`config.mk`:
```
export PLATFORM = sky130hd
export DESIGN_NAME = sorted_edge_table
export DESIGN_NICKNAME = d
export VERILOG_FILES = /design/src/hw/rtl/set_pkg.sv /design/src/hw/rtl/sorted_edge_table.sv /design/src/hw/rtl/set_ctrl.sv /design/src/hw/rtl/set_dp.sv
export VERILOG_INCLUDE_DIRS = /design/src /design/src/hw/rtl
export SDC_FILE = /design/constraint.sdc
export NUM_CORES = 1
export LEC_CHECK = 0
export BUFFER_PORTS_ARGS = -buffer_cell sky130_fd_sc_hd__buf_4
export CAP_MARGIN = 25
export CORE_UTILIZATION = 50
export CTS_CLUSTER_DIAMETER = 200
export DETAILED_ROUTE_END_ITERATION = 7
export PLACE_DENSITY = 0.73
export SYNTH_ARGS = -nofsm -noshare
export SYNTH_HDL_FRONTEND = slang
export SYNTH_SLANG_ARGS = --single-unit
```
`constraint.sdc`:
```
create_clock -name clk -period 4.3 [get_ports clk]
set_input_delay 1.29 -clock clk [delete_from_list [all_inputs] [get_ports clk]]
set_output_delay 1.29 -clock clk [all_outputs]
set_load 0.05 [all_outputs]
```
`src/hw/rtl/sorted_edge_table_defines.svh`:
```
// ---------------------------------------------------------------------------
// Sorted edge table assertion macros
// Shared concurrent check wrappers, clocked on clk, disabled in reset.
// ---------------------------------------------------------------------------
`ifndef SORTED_EDGE_TABLE_DEFINES_SVH
`define SORTED_EDGE_TABLE_DEFINES_SVH

// same-cycle implication
`define SET_CHK(lbl, ante, cons, msg) \
    lbl: assert property (@(posedge clk) disable iff (!rst_n) (ante) |-> (cons)) \
        else $error(msg);

// next-cycle implication
`define SET_CHK_NXT(lbl, ante, cons, msg) \
    lbl: assert property (@(posedge clk) disable iff (!rst_n) (ante) |=> (cons)) \
        else $error(msg);

`endif

```
`src/hw/rtl/set_pkg.sv`:
```
// ---------------------------------------------------------------------------
// Sorted edge table package
// Sizes, status codes, controller/datapath interface types and field helpers.
// ---------------------------------------------------------------------------
`default_nettype none

package set_pkg;

    localparam int MAX_EDGES  = 32;
    localparam int CHILD_BITS = 16;
    localparam int IDX_W      = $clog2(MAX_EDGES);
    localparam int CNT_W      = $clog2(MAX_EDGES + 1);

    localparam int LETTER_W   = 8;
    localparam int CHILD_F_W  = 16;
    localparam int POS_F_W    = 5;
    localparam int CNT_F_W    = 6;

    typedef enum logic [2:0] {
        ST_HIT      = 3'd0,
        ST_MISS     = 3'd1,
        ST_INSERTED = 3'd2,
        ST_REPLACED = 3'd3,
        ST_FULL     = 3'd4
    } status_t;

    typedef struct packed {
        logic    load;
        logic    rd_mid;
        logic    step;
        logic    shift_start;
        logic    shift;
        logic    repl;
        logic    ins;
        logic    emit;
        status_t st;
    } set_cmd_t;

    typedef struct packed {
        logic is_set;
        logic srch_end;
        logic eq;
        logic full;
        logic shift_end;
        logic out_free;
    } set_sts_t;

    function automatic logic [CHILD_BITS-1:0] child_keep(input logic [CHILD_F_W-1:0] x);
        logic [63:0] t;
        t = 64'(x);
        return t[CHILD_BITS-1:0];
    endfunction

    function automatic logic [CHILD_F_W-1:0] child_field(input logic [CHILD_BITS-1:0] x);
        logic [63:0] t;
        t = 64'(x);
        return t[CHILD_F_W-1:0];
    endfunction

    function automatic logic [POS_F_W-1:0] pos_field(input logic [IDX_W-1:0] x);
        logic [63:0] t;
        t = 64'(x);
        return t[POS_F_W-1:0];
    endfunction

    function automatic logic [CNT_F_W-1:0] cnt_field(input logic [CNT_W-1:0] x);
        logic [63:0] t;
        t = 64'(x);
        return t[CNT_F_W-1:0];
    endfunction

endpackage

`default_nettype wire

```
`src/hw/rtl/sorted_edge_table.sv`:
```
// Each item runs a binary search, each probe a read then a compare; an insert then runs a
//   shift-up sweep over the moved entries and a write. The result is posted once the output
//   register is free.
// Items are taken one at a time; s_tready returns in the cycle after the result is posted.
// Reset clears the edge count and handshake state; table contents are not cleared.
// ---------------------------------------------------------------------------
// Sorted edge table
// Per-node edge list kept sorted by letter, with lookup, replace and insert.
// ---------------------------------------------------------------------------
`default_nettype none

module sorted_edge_table (
    input  logic        clk,
    input  logic        rst_n,
    input  logic        s_tvalid,
    output logic        s_tready,
    input  logic [23:0] s_tdata,   // letter[7:0], child_in[23:8]
    input  logic        s_tuser,   // operation
    output logic        m_tvalid,
    input  logic        m_tready,
    output logic [31:0] m_tdata,   // child_out[15:0], position[20:16], edge_count[26:21]
    output logic [2:0]  m_tuser    // status
);
    import set_pkg::*;

    set_cmd_t             cmd;
    set_sts_t             sts;
    status_t              status;
    logic [CHILD_F_W-1:0] child_out;
    logic [POS_F_W-1:0]   position;
    logic [CNT_F_W-1:0]   edge_count;

    set_ctrl u_ctrl (
        .clk      (clk),
        .rst_n    (rst_n),
        .s_tvalid (s_tvalid),
        .s_tready (s_tready),
        .sts      (sts),
        .cmd      (cmd)
    );

    set_dp u_dp (
        .clk        (clk),
        .rst_n      (rst_n),
        .cmd        (cmd),
        .sts        (sts),
        .operation  (s_tuser),
        .letter     (s_tdata[7:0]),
        .child_in   (s_tdata[23:8]),
        .out_valid  (m_tvalid),
        .out_ready  (m_tready),
        .status     (status),
        .child_out  (child_out),
        .position   (position),
        .edge_count (edge_count)
    );

    assign m_tdata = {5'b0, edge_count, position, child_out};
    assign m_tuser = status;

endmodule

`default_nettype wire

```
`src/hw/rtl/set_ctrl.sv`:
```
// ---------------------------------------------------------------------------
// Sorted edge table controller
// Sequences search probes, the shift-up sweep, the write and the result.
// ---------------------------------------------------------------------------
`default_nettype none

module set_ctrl (
    input  logic              clk,
    input  logic              rst_n,
    input  logic              s_tvalid,
    output logic              s_tready,
    input  set_pkg::set_sts_t sts,
    output set_pkg::set_cmd_t cmd
);
    import set_pkg::*;

    typedef enum logic [5:0] {
        S_IDLE  = 6'b000001,
        S_RD    = 6'b000010,
        S_CMP   = 6'b000100,
        S_SHIFT = 6'b001000,
        S_INS   = 6'b010000,
        S_DONE  = 6'b100000
    } state_t;

    state_t  state_reg, state_next;
    status_t st_reg, st_next;

    always_comb
    begin
        state_next = state_reg;
        st_next    = st_reg;
        cmd        = '0;
        cmd.st     = st_reg;
        s_tready   = (state_reg == S_IDLE);
        unique case (state_reg)
            S_IDLE:
            begin
                if (s_tvalid)
                begin
                    cmd.load   = 1'b1;
                    state_next = S_RD;
                end
            end
            S_RD:
            begin
                if (sts.srch_end)
                begin
                    if (!sts.is_set)
                    begin
                        st_next    = ST_MISS;
                        state_next = S_DONE;
                    end
                    else if (sts.full)
                    begin
                        st_next    = ST_FULL;
                        state_next = S_DONE;
                    end
                    else
                    begin
                        cmd.shift_start = 1'b1;
                        state_next      = S_SHIFT;
                    end
                end
                else
                begin
                    cmd.rd_mid = 1'b1;
                    state_next = S_CMP;
                end
            end
            S_CMP:
            begin
                if (sts.eq)
                begin
                    if (sts.is_set)
                    begin
                        cmd.repl = 1'b1;
                        st_next  = ST_REPLACED;
                    end
                    else
                    begin
                        st_next = ST_HIT;
                    end
                    state_next = S_DONE;
                end
                else
                begin
                    cmd.step   = 1'b1;
                    state_next = S_RD;
                end
            end
            S_SHIFT:
            begin
                cmd.shift = 1'b1;
                if (sts.shift_end)
                begin
                    state_next = S_INS;
                end
            end
            S_INS:
            begin
                cmd.ins    = 1'b1;
                st_next    = ST_INSERTED;
                state_next = S_DONE;
            end
            S_DONE:
            begin
                if (sts.out_free)
                begin
                    cmd.emit   = 1'b1;
                    state_next = S_IDLE;
                end
            end
            default:
            begin
                state_next = S_IDLE;
            end
        endcase
    end

    always_ff @(posedge clk or negedge rst_n)
    begin
        if (!rst_n)
        begin
            state_reg <= S_IDLE;
            st_reg    <= ST_HIT;
        end
        else
        begin
            state_reg <= state_next;
            st_reg    <= st_next;
        end
    end

endmodule

`default_nettype wire

```
`src/hw/rtl/set_dp.sv`:
```
// ---------------------------------------------------------------------------
// Sorted edge table datapath
// Letter and child memories, search bounds, shift pointer, result register.
// ---------------------------------------------------------------------------
`default_nettype none

`include "sorted_edge_table_defines.svh"

module set_dp (
    input  logic                            clk,
    input  logic                            rst_n,
    input  set_pkg::set_cmd_t               cmd,
    output set_pkg::set_sts_t               sts,
    input  logic                            operation,
    input  logic [set_pkg::LETTER_W-1:0]    letter,
    input  logic [set_pkg::CHILD_F_W-1:0]   child_in,
    output logic                            out_valid,
    input  logic                            out_ready,
    output set_pkg::status_t                status,
    output logic [set_pkg::CHILD_F_W-1:0]   child_out,
    output logic [set_pkg::POS_F_W-1:0]     position,
    output logic [set_pkg::CNT_F_W-1:0]     edge_count
);
    import set_pkg::*;

    logic [LETTER_W-1:0]   letters_mem  [MAX_EDGES];
    logic [CHILD_BITS-1:0] children_mem [MAX_EDGES];

    logic                  op_reg;
    logic [LETTER_W-1:0]   letter_reg;
    logic [CHILD_BITS-1:0] child_reg;
    logic [CNT_W-1:0]      count_reg, count_next;
    logic [CNT_W-1:0]      lo_reg, lo_next;
    logic [CNT_W-1:0]      hi_reg, hi_next;
    logic [IDX_W-1:0]      mid_reg, mid_next;
    logic [CNT_W-1:0]      ptr_reg, ptr_next;
    logic                  pend_reg, pend_next;
    logic [IDX_W-1:0]      pend_addr_reg, pend_addr_next;
    logic [LETTER_W-1:0]   rd_letter_reg;
    logic [CHILD_BITS-1:0] rd_child_reg;
    logic                  out_valid_reg, out_valid_next;
    status_t               status_reg;
    logic [CHILD_F_W-1:0]  child_out_reg;
    logic [POS_F_W-1:0]    position_reg;
    logic [CNT_F_W-1:0]    edge_count_reg;

    logic [CNT_W:0]        mid_sum;
    logic [CNT_W-1:0]      mid_c;
    logic [CNT_W-1:0]      ptr_dec;
    logic                  shift_go;
    logic                  rd_en;
    logic [IDX_W-1:0]      rd_addr;
    logic                  let_we, chd_we;
    logic [IDX_W-1:0]      let_wa, chd_wa;
    logic [LETTER_W-1:0]   let_wd;
    logic [CHILD_BITS-1:0] chd_wd;

    assign mid_sum  = {1'b0, lo_reg} + {1'b0, hi_reg};
    assign mid_c    = mid_sum[CNT_W:1];
    assign ptr_dec  = ptr_reg - CNT_W'(1);
    assign shift_go = cmd.shift && (ptr_reg != lo_reg);

    assign sts.is_set    = op_reg;
    assign sts.srch_end  = (lo_reg >= hi_reg);
    assign sts.eq        = (rd_letter_reg == letter_reg);
    assign sts.full      = (count_reg == CNT_W'(MAX_EDGES));
    assign sts.shift_end = (ptr_reg == lo_reg) && !pend_reg;
    assign sts.out_free  = !out_valid_reg || out_ready;

    always_comb
    begin
        rd_en   = cmd.rd_mid || shift_go;
        rd_addr = cmd.rd_mid ? mid_c[IDX_W-1:0] : ptr_dec[IDX_W-1:0];

        let_we = 1'b0;
        chd_we = 1'b0;
        let_wa = pend_addr_reg;
        chd_wa = pend_addr_reg;
        let_wd = rd_letter_reg;
        chd_wd = rd_child_reg;
        if (cmd.shift && pend_reg)
        begin
            let_we = 1'b1;
            chd_we = 1'b1;
        end
        else if (cmd.ins)
        begin
            let_we = 1'b1;
            chd_we = 1'b1;
            let_wa = lo_reg[IDX_W-1:0];
            chd_wa = lo_reg[IDX_W-1:0];
            let_wd = letter_reg;
            chd_wd = child_reg;
        end
        else if (cmd.repl)
        begin
            chd_we = 1'b1;
            chd_wa = mid_reg;
            chd_wd = child_reg;
        end
    end

    always_ff @(posedge clk)
    begin
        if (let_we)
        begin
            letters_mem[let_wa] <= let_wd;
        end
        if (chd_we)
        begin
            children_mem[chd_wa] <= chd_wd;
        end
        if (rd_en)
        begin
            rd_letter_reg <= letters_mem[rd_addr];
            rd_child_reg  <= children_mem[rd_addr];
        end
    end

    always_comb
    begin
        lo_next        = lo_reg;
        hi_next        = hi_reg;
        mid_next       = mid_reg;
        ptr_next       = ptr_reg;
        pend_next      = pend_reg;
        pend_addr_next = pend_addr_reg;
        count_next     = count_reg;
        out_valid_next = out_valid_reg && !out_ready;

        if (cmd.load)
        begin
            lo_next = '0;
            hi_next = count_reg;
        end
        if (cmd.rd_mid)
        begin
            mid_next = mid_c[IDX_W-1:0];
        end
        if (cmd.step)
        begin
            if (rd_letter_reg > letter_reg)
            begin
                hi_next = CNT_W'(mid_reg);
            end
            else
            begin
                lo_next = CNT_W'(mid_reg) + CNT_W'(1);
            end
        end
        if (cmd.shift_start)
        begin
            ptr_next  = count_reg;
            pend_next = 1'b0;
        end
        if (cmd.shift)
        begin
            pend_next = shift_go;
            if (shift_go)
            begin
                pend_addr_next = ptr_reg[IDX_W-1:0];
                ptr_next       = ptr_dec;
            end
        end
        if (cmd.ins)
        begin
            count_next = count_reg + CNT_W'(1);
        end
        if (cmd.emit)
        begin
            out_valid_next = 1'b1;
        end
    end

    always_ff @(posedge clk or negedge rst_n)
    begin
        if (!rst_n)
        begin
            count_reg     <= '0;
            lo_reg        <= '0;
            hi_reg        <= '0;
            mid_reg       <= '0;
            ptr_reg       <= '0;
            pend_reg      <= 1'b0;
            pend_addr_reg <= '0;
            out_valid_reg <= 1'b0;
        end
        else
        begin
            count_reg     <= count_next;
            lo_reg        <= lo_next;
            hi_reg        <= hi_next;
            mid_reg       <= mid_next;
            ptr_reg       <= ptr_next;
            pend_reg      <= pend_next;
            pend_addr_reg <= pend_addr_next;
            out_valid_reg <= out_valid_next;
        end
    end

    always_ff @(posedge clk)
    begin
        if (cmd.load)
        begin
            op_reg     <= operation;
            letter_reg <= letter;
            child_reg  <= child_keep(child_in);
        end
        if (cmd.emit)
        begin
            status_reg     <= cmd.st;
            edge_count_reg <= cnt_field(count_reg);
            unique case (cmd.st)
                ST_HIT:
                begin
                    child_out_reg <= child_field(rd_child_reg);
                    position_reg  <= pos_field(mid_reg);
                end
                ST_REPLACED:
                begin
                    child_out_reg <= child_field(child_reg);
                    position_reg  <= pos_field(mid_reg);
                end
                ST_INSERTED:
                begin
                    child_out_reg <= child_field(child_reg);
                    position_reg  <= pos_field(lo_reg[IDX_W-1:0]);
                end
                default:
                begin
                    child_out_reg <= '0;
                    position_reg  <= '0;
                end
            endcase
        end
    end

    assign out_valid  = out_valid_reg;
    assign status     = status_reg;
    assign child_out  = child_out_reg;
    assign position   = position_reg;
    assign edge_count = edge_count_reg;

    `SET_CHK(a_count_bound, 1'b1, count_reg <= CNT_W'(MAX_EDGES), "edge count above table size")
    `SET_CHK_NXT(a_ins_count, cmd.ins, count_reg == $past(count_reg) + CNT_W'(1), "insert did not bump count")
    `SET_CHK(a_probe_range, cmd.rd_mid, (lo_reg < hi_reg) && (hi_reg <= count_reg), "probe outside search window")
    `SET_CHK(a_shift_ptr, cmd.shift, (ptr_reg >= lo_reg) && (ptr_reg <= count_reg), "shift pointer out of range")

endmodule

`default_nettype wire

```
==> key figures, run 1 <==
Status
  – Status: finished clean

Global routing
  – Largest net degree at the start of global routing: 70
  – Vias in the first global route: 20374
  – Global route overflow: 0
  – Antenna violations before repair: 1
  – First-pass GRT wire length: 124000 um
  – GRT Total Usage: 22.2%

Power and ir drop
  – Leakage power: 13.6 nW
  – P per Cell Area: 642 nW/um^2
  – Worst IR Drop VDD: 0.562 mV
  – Sw Share: 33.6%
  – Pint: 17.4 mW
  – NetSw: 8.81 mW
  – Seq pwr share: 38.8%
  – Share of power burned in combinational logic: 32.6%
  – Clk pwr share: 28.6%

Cells and area
  – Design area: 40800 um^2
  – Area Growth Syn to Fin: 13.4%
  – Commonest non-fill, non-tap cell in the layout: edfxtp_1
  – Max reg flops: 512
  – Fin util: 57.2%
  – Diode count: 0
  – Biggest registers after layout: u_dp.children_mem x512, u_dp.letters_mem x256
  – Final nets: 2456
  – Non-filler cells, final: 3415
  – Layout cell share with drive strength beyond 1: 18.3%
  – Largest Register: u_dp.children_mem
  – Fillers: 5260
  – Most frequent cells in the layout: edfxtp_1, nand2_1, buf_4

Drt
  – WL final: 81200 um
  – Vias per cell: 6.04
  – Iteration count of the initial detailed-routing pass: 5
  – Final ANT Viol Nets: 0
  – Routed via count: 20630
  – Wirelength per Cell: 23.8 um
  – 1st-iter DRT viols: 2608
  – DRC Markers: 0

Die
  – Starting Density: 50.4%
  – Core area: 71400 um^2
  – Die Y-Extent: 270 um
  – Row cnt: 98
  – Die W: 270 um
  – DIE AREA: 73100 um^2
  – I/O pins: 66

Synthesis
  – Yosys cell types: 67
  – Mapped Area: 36000 um^2
  – Ys async rst share: 5.04%
  – EDFF count, synth: 847
  – Syn Inst Count: 2277
  – Top FF cell, synth: edfxtp_1
  – Seq cells post-synth: 892
  – Syn Area/Cell: 15.8 um^2
  – Yosys warnings: 0
  – Sequential share of the synthesized area: 73.8%

Job
  – Max-cap violations: 0

Timing
  – Total Neg Setup Slack: 0 ns
  – Tcrit/Tclk final: 93.5%
  – Final Hold Viols: 0
  – Clk_skew: 0.0275 ns
  – Max frequency: 0.249 GHz
  – RSZ-0062 raised after global routing: false
  – # setup viols final: 0
  – Minimum clock period: 4.02 ns
  – Tightest Pin Transition: 0.968 ns
  – Slew Viols, Final: 0
  – Slew HR: 35.2%

Worst setup path
  – Crit path max-delay family: compound AO/OA/AOI/OAI gates
  – Worst r2r dst: u_dp.rd_child_reg[3]
  – CP Data Required Time: 4.65 ns
  – Crit-path most repeated cell: o21ai_0
  – Worst-case reg-to-reg path depth: 11
  – Worst R2R Setup Slack: 0.28 ns
  – CP arrival: 4.37 ns
  – Max stage delay cell, worst path: mux4_2
  – Largest stage delay, worst path: 0.55 ns
  – Reg-to-Reg Start: u_dp.lo_reg[5]
  – Critical path class: reg -> reg
  – Critical Path Sink Type: flop
  – Worst path buffer plus inverter count: 2
  – CP max FO: 21
  – CP cell instances: ha_1 > nand2_1 > o21ai_0 > a211o_2 > mux2i_4 > buf_12 > buf_4 > mux4_2 > and3_1 > o21ai_0 > a32oi_1
  – Startpoint class of the critical path: flop

Clock tree
  – Longest Clk Path Bufs: 3
  – Clk Latency, worst-skew pair: 0.64 ns
  – Root Driver: clkbuf_16
  – CTS tree: built
  – H-tree depth: 3
  – Clk slew on worst S/H paths: 0.06 ns
  – Clk sinks: 892
  – CTS buffer count: 85

Min path
  – Worst Hold Path EP: u_dp.edge_count[1]
  – WHS Path Cells: 0
  – Worst hold path class: reg -> reg
  – Worst Hold Launch: u_dp.count_reg[1]

Placement
  – Placed standard-cell area: 38000 um^2
  – DP Wirelength: 49900 um
  – Port buffer count: 60
  – Placed instance count: 3262
  – GP Congestion: 0.867
## logic make-up after synthesis
logic type      after synthesis  share of synthesized area [%]
compound gates              329                           6.16
xor+xnor                     19                          0.462
fa+ha+maj                    24                          0.855
buf+inv                     172                           2.43
flops                       892                           73.8
mux                         158                           7.86
other cells                   1                         0.0104
simple gates                682                           8.45
## stage by stage
step / power, mW / setup slack, ns / hold slack (ns)
6_report: 26.2 / 0.279 / 0.521
5_1_grt: 27.2 / 0.0859 / 0.549
4_1_cts: 26.2 / 0.0325 / 0.528
3_5_place_dp: 18.7 / 0.0902 / 0.514
3_3_place_gp: 18.5 / 0.194 / 0.499
2_1_floorplan: 15.8 / 0.588 / 0.423
## cell usage after synthesis, drive strengths merged, types with 34 or more instances
master | number | area [um^2]
clkbuf | 66 | 248
nand3 | 61 | 305
a22o | 41 | 359
nand4 | 52 | 325
dfrtp | 44 | 1100
nor2 | 138 | 523
o21ai | 82 | 410
nand2 | 347 | 1300
mux4 | 96 | 2160
a21oi | 45 | 225
a31oi | 53 | 332
a32oi | 50 | 438
edfxtp | 847 | 25400
mux2i | 34 | 353
inv | 37 | 139
buf | 69 | 488
## what timing repair did
| item | CTS | global route |
|---|---|---|
| hold buffers | 0 | 0 |
| buffers inserted | 0 | 3 |
| endpoints found under the hold margin | 0 | 0 |
| resized for setup | 0 | 1 |
| endpoints found under the setup margin | 0 | 5 |
## layer usage
metal | vias to the layer above | track usage [%] | part of all wire (%)
met5 | - | 0 | 0.0086
met4 | 2 | 6.66 | 2.1
met3 | 136 | 4.17 | 9.2
met2 | 1000 | 35.4 | 48
met1 | 10440 | 31.3 | 40
li1 | 9052 | - | -
## worst max-delay path by stage
stage                              startpoint                      to  depth (start not counted)
final                          u_dp.lo_reg[5]    u_dp.rd_child_reg[3]                         11
after global routing           u_dp.hi_reg[3]    u_dp.rd_child_reg[1]                         13
after CTS                      u_dp.hi_reg[3]    u_dp.rd_child_reg[3]                         12
after detailed placement       u_dp.hi_reg[3]    u_dp.rd_child_reg[3]                         12
after global placement         u_dp.hi_reg[3]    u_dp.rd_child_reg[3]                         12
after floorplan           u_ctrl.state_reg[1]  u_dp.letters_mem[0][1]                          6
## worst reg2reg max path, delay by kind of cell, from the launching register on
kind            cells  cell delay, ns
compound gates      4            1.27
fa+ha+maj           1            0.35
buf+inv             2            0.55
flops               1            0.42
mux                 2            0.86
simple gates        2            0.28
## power by group through the flow
stage | logic (mW) | clock network (mW) | registers, mW
after CTS | 8.42 | 7.58 | 10.2
final | 8.54 | 7.50 | 10.2
after global routing | 9.08 | 7.90 | 10.2
after detailed placement | 8.35 | 0 | 10.3
after floorplan | 5.47 | 0 | 10.3
after global placement | 8.16 | 0 | 10.3
## area by class of cell
type / count / area, um^2 / area share, %
tap: 950 / 1190 / 2.91
timing repair buffer: 170 / 1490 / 3.65
inverter: 37 / 139 / 0.340
sequential: 892 / 26600 / 65.0
multi-input combinational: 1217 / 8690 / 21.3
clock inverter: 49 / 534 / 1.31
clock buffer: 100 / 2240 / 5.47
Note: power is estimated with default switching activity, not from simulation.
==> run 2, diff against run 1 <==
Settings changed: BUFFER_PORTS_ARGS -buffer_cell sky130_fd_sc_hd__buf_4 to default, DONT_BUFFER_PORTS from default to 1, PLACE_DENSITY 0.73 to 0.72.
==> run 2 against run 1 <==
  * Global-route usage down 0.27 points
  * Routed wire length down 1.4%
  * Worst hold slack worse by 0.17 ns
  * Worst setup slack worse by 0.038 ns
  * Cell area down 1.7%
  * Critical path depth up 1
  * Power down 1.7%
  * Core utilization down 0.97 points
  * Non-clock buffer count down 78
  * Via count down 1.6%
  * Largest cell class unchanged
  * Largest power group unchanged
==> key figures, run 2 (synthesis gave the netlist of run 1 again) <==
Status
  – Status: finished clean

Timing
  – RSZ-0062 raised after global routing: false
  – Final Hold Viols: 0 (unchanged)
  – Max frequency: 0.246 GHz (-0.93%)
  – Clk_skew: 0.0246 ns (-0.00282 ns)
  – Tcrit/Tclk final: 94.4% (+0.88 points)
  – Total Neg Setup Slack: 0 ns (unchanged)
  – Tightest Pin Transition: 1.04 ns (+0.0769 ns)
  – # setup viols final: 0 (unchanged)
  – Worst hold margin: 0.354 ns (-0.167 ns)
  – Slew Viols, Final: 0 (unchanged)
  – Minimum clock period: 4.06 ns (+0.0378 ns)
  – Slew HR: 30.2% (-5.1 points)

Die
  – Die W: 270 um (unchanged)
  – I/O pins: 66 (unchanged)
  – Starting Density: 50.4% (unchanged)
  – Core area: 71400 um^2 (unchanged)
  – Die Y-Extent: 270 um (unchanged)
  – Row cnt: 98 (unchanged)
  – DIE AREA: 73100 um^2 (unchanged)

Drt
  – Routed via count: 20305 (-1.6%)
  – Final ANT Viol Nets: 0 (unchanged)
  – 1st-iter DRT viols: 2090 (-20%)
  – Iteration count of the initial detailed-routing pass: 5 (unchanged)
  – Wirelength per Cell: 23.9 um (+0.67%)
  – DRC Markers: 0 (unchanged)
  – Vias per cell: 6.07 (+0.45%)
  – WL final: 80100 um (-1.4%)

Clock tree
  – CTS tree: built
  – Post-CTS setup buffer count: 0 (unchanged)
  – Root Driver: clkbuf_16
  – Clk Latency, worst-skew pair: 0.64 ns (about the same)
  – CTS buffer count: 86 (+1.2%)
  – Clk slew on worst S/H paths: 0.06 ns (about the same)
  – Longest Clk Path Bufs: 3 (unchanged)
  – CTS resizes: 0 (unchanged)
  – Clk sinks: 892 (unchanged)
  – H-tree depth: 3 (unchanged)
  – Hold-fix buffers, CTS: 0 (unchanged)

Global routing
  – GRT Total Usage: 22.0% (-0.27 points)
  – Global route overflow: 0 (unchanged)
  – Vias in the first global route: 20013 (-1.8%)
  – Antenna violations before repair: 1 (unchanged)
  – First-pass GRT wire length: 123000 um (-1.1%)
  – Largest net degree at the start of global routing: 81 (+16%)

Cells and area
  – Multi-input combinational cell area: 8690 um^2 (about the same)
  – Max reg flops: 512 (unchanged)
  – Fillers: 5364 (+2.0%)
  – Most frequent cells in the layout: edfxtp_1, nand2_1, nor2_1
  – Non-filler cells, final: 3346 (-2.0%)
  – Diode count: 0 (unchanged)
  – Largest Register: u_dp.children_mem
  – Fin util: 56.3% (-0.97 points)
  – Layout cell share with drive strength beyond 1: 15.7% (-2.6 points)
  – Commonest non-fill, non-tap cell in the layout: edfxtp_1
  – Area Growth Syn to Fin: 11.5%
  – Biggest registers after layout: u_dp.children_mem x512, u_dp.letters_mem x256
  – Final nets: 2379 (-3.1%)
  – Design area: 40100 um^2 (-1.7%)
  – FF/Latch Area: 26600 um^2 (unchanged)

Worst setup path
  – CP max FO: 28 (+33%)
  – Max stage delay cell, worst path: mux4_2
  – CP arrival: 4.40 ns (+0.03 ns)
  – Worst path buffer plus inverter count: 3 (+1)
  – Critical path class: reg -> reg
  – Crit path max-delay family: compound AO/OA/AOI/OAI gates
  – Worst setup path startpoint: u_dp.lo_reg[4]
  – Startpoint class of the critical path: flop
  – Critical Path Sink Type: flop
  – CP cell instances: ha_1 > nand2_1 > o21ai_0 > a211o_1 > buf_4 > mux2i_4 > buf_12 > buf_4 > mux4_2 > and3_1 > o21ai_0 > a32oi_1
  – Reg-to-Reg Start: u_dp.lo_reg[4]
  – Largest stage delay, worst path: 0.55 ns (about the same)
  – CP Data Required Time: 4.64 ns (about the same)

Placement
  – DP Wirelength: 49900 um (about the same)
  – Placed instance count: 3187 (-2.3%)
  – Port buffer count: 0 (-100%)
  – GP Congestion: 0.889 (+2.5%)
  – Placed standard-cell area: 37400 um^2 (-1.6%)

Job
  – Max-cap violations: 0 (unchanged)

Power and ir drop
  – P per Cell Area: 641 nW/um^2 (about the same)
  – Leakage power: 13.2 nW (-3.0%)
  – Worst IR Drop VDD: 0.663 mV (+18%)

Min path
  – Worst hold path class: in -> async
-- run 2: cell types whose count changed in the layout (fill, tap and decap cells not counted), sizes merged --
cell,previous run,this run
buf,170,92
bufinv,11,7
clkbuf,100,108
clkinv,32,39
clkinvlp,4,2
-- run 2: final timing paths --
kind,to,slack [ns],cells after the start
setup / recovery,u_dp.rd_child_reg[8],0.24,12
setup reg to reg,u_dp.rd_child_reg[8],0.24,12
max in group asynchronous,u_ctrl.state_reg[0],3.77,0
min in group clk,u_dp.edge_count[0],0.52,0
hold reg to reg,u_dp.edge_count[0],0.52,0
hold / removal,u_ctrl.state_reg[5],0.35,0
-- run 2: area by class of cell --
| type | count | area share, % |
|---|---|---|
| tap | 950 | 2.96 |
| multi-input combinational | 1217 | 21.6 |
| timing repair buffer | 92 | 2.10 |
| clock inverter | 50 | 1.11 |
| clock buffer | 108 | 5.67 |
| sequential | 892 | 66.2 |
| inverter | 37 | 0.346 |
-- run 2: power breakdown --
part / switching, mW / internal (mW) / leakage (nW)
logic: 5.32 / 2.86 / 3.67
registers: 0.281 / 9.97 / 8.23
clock network: 3.14 / 4.18 / 1.34
total: 8.73 / 17.0 / 13.2
-- run 2: layer usage --
metal  GRT usage [%]  up-vias  part of all wire, %
met5               0        -                0.016
met4            5.26        2                  1.7
met3            4.18      113                  9.6
met2            34.9     1030                   48
met1            31.5    10263                   41
li1                -     8897                    -
-- run 2: per-stage QoR --
stage / setup WS (ns) / power [mW]
floorplan: 0.588 / 15.8
global placement: 0.236 / 18.3
detailed placement: 0.140 / 18.5
CTS: 0.121 / 25.7
global route: 0.0368 / 26.8
finish: 0.241 / 25.7
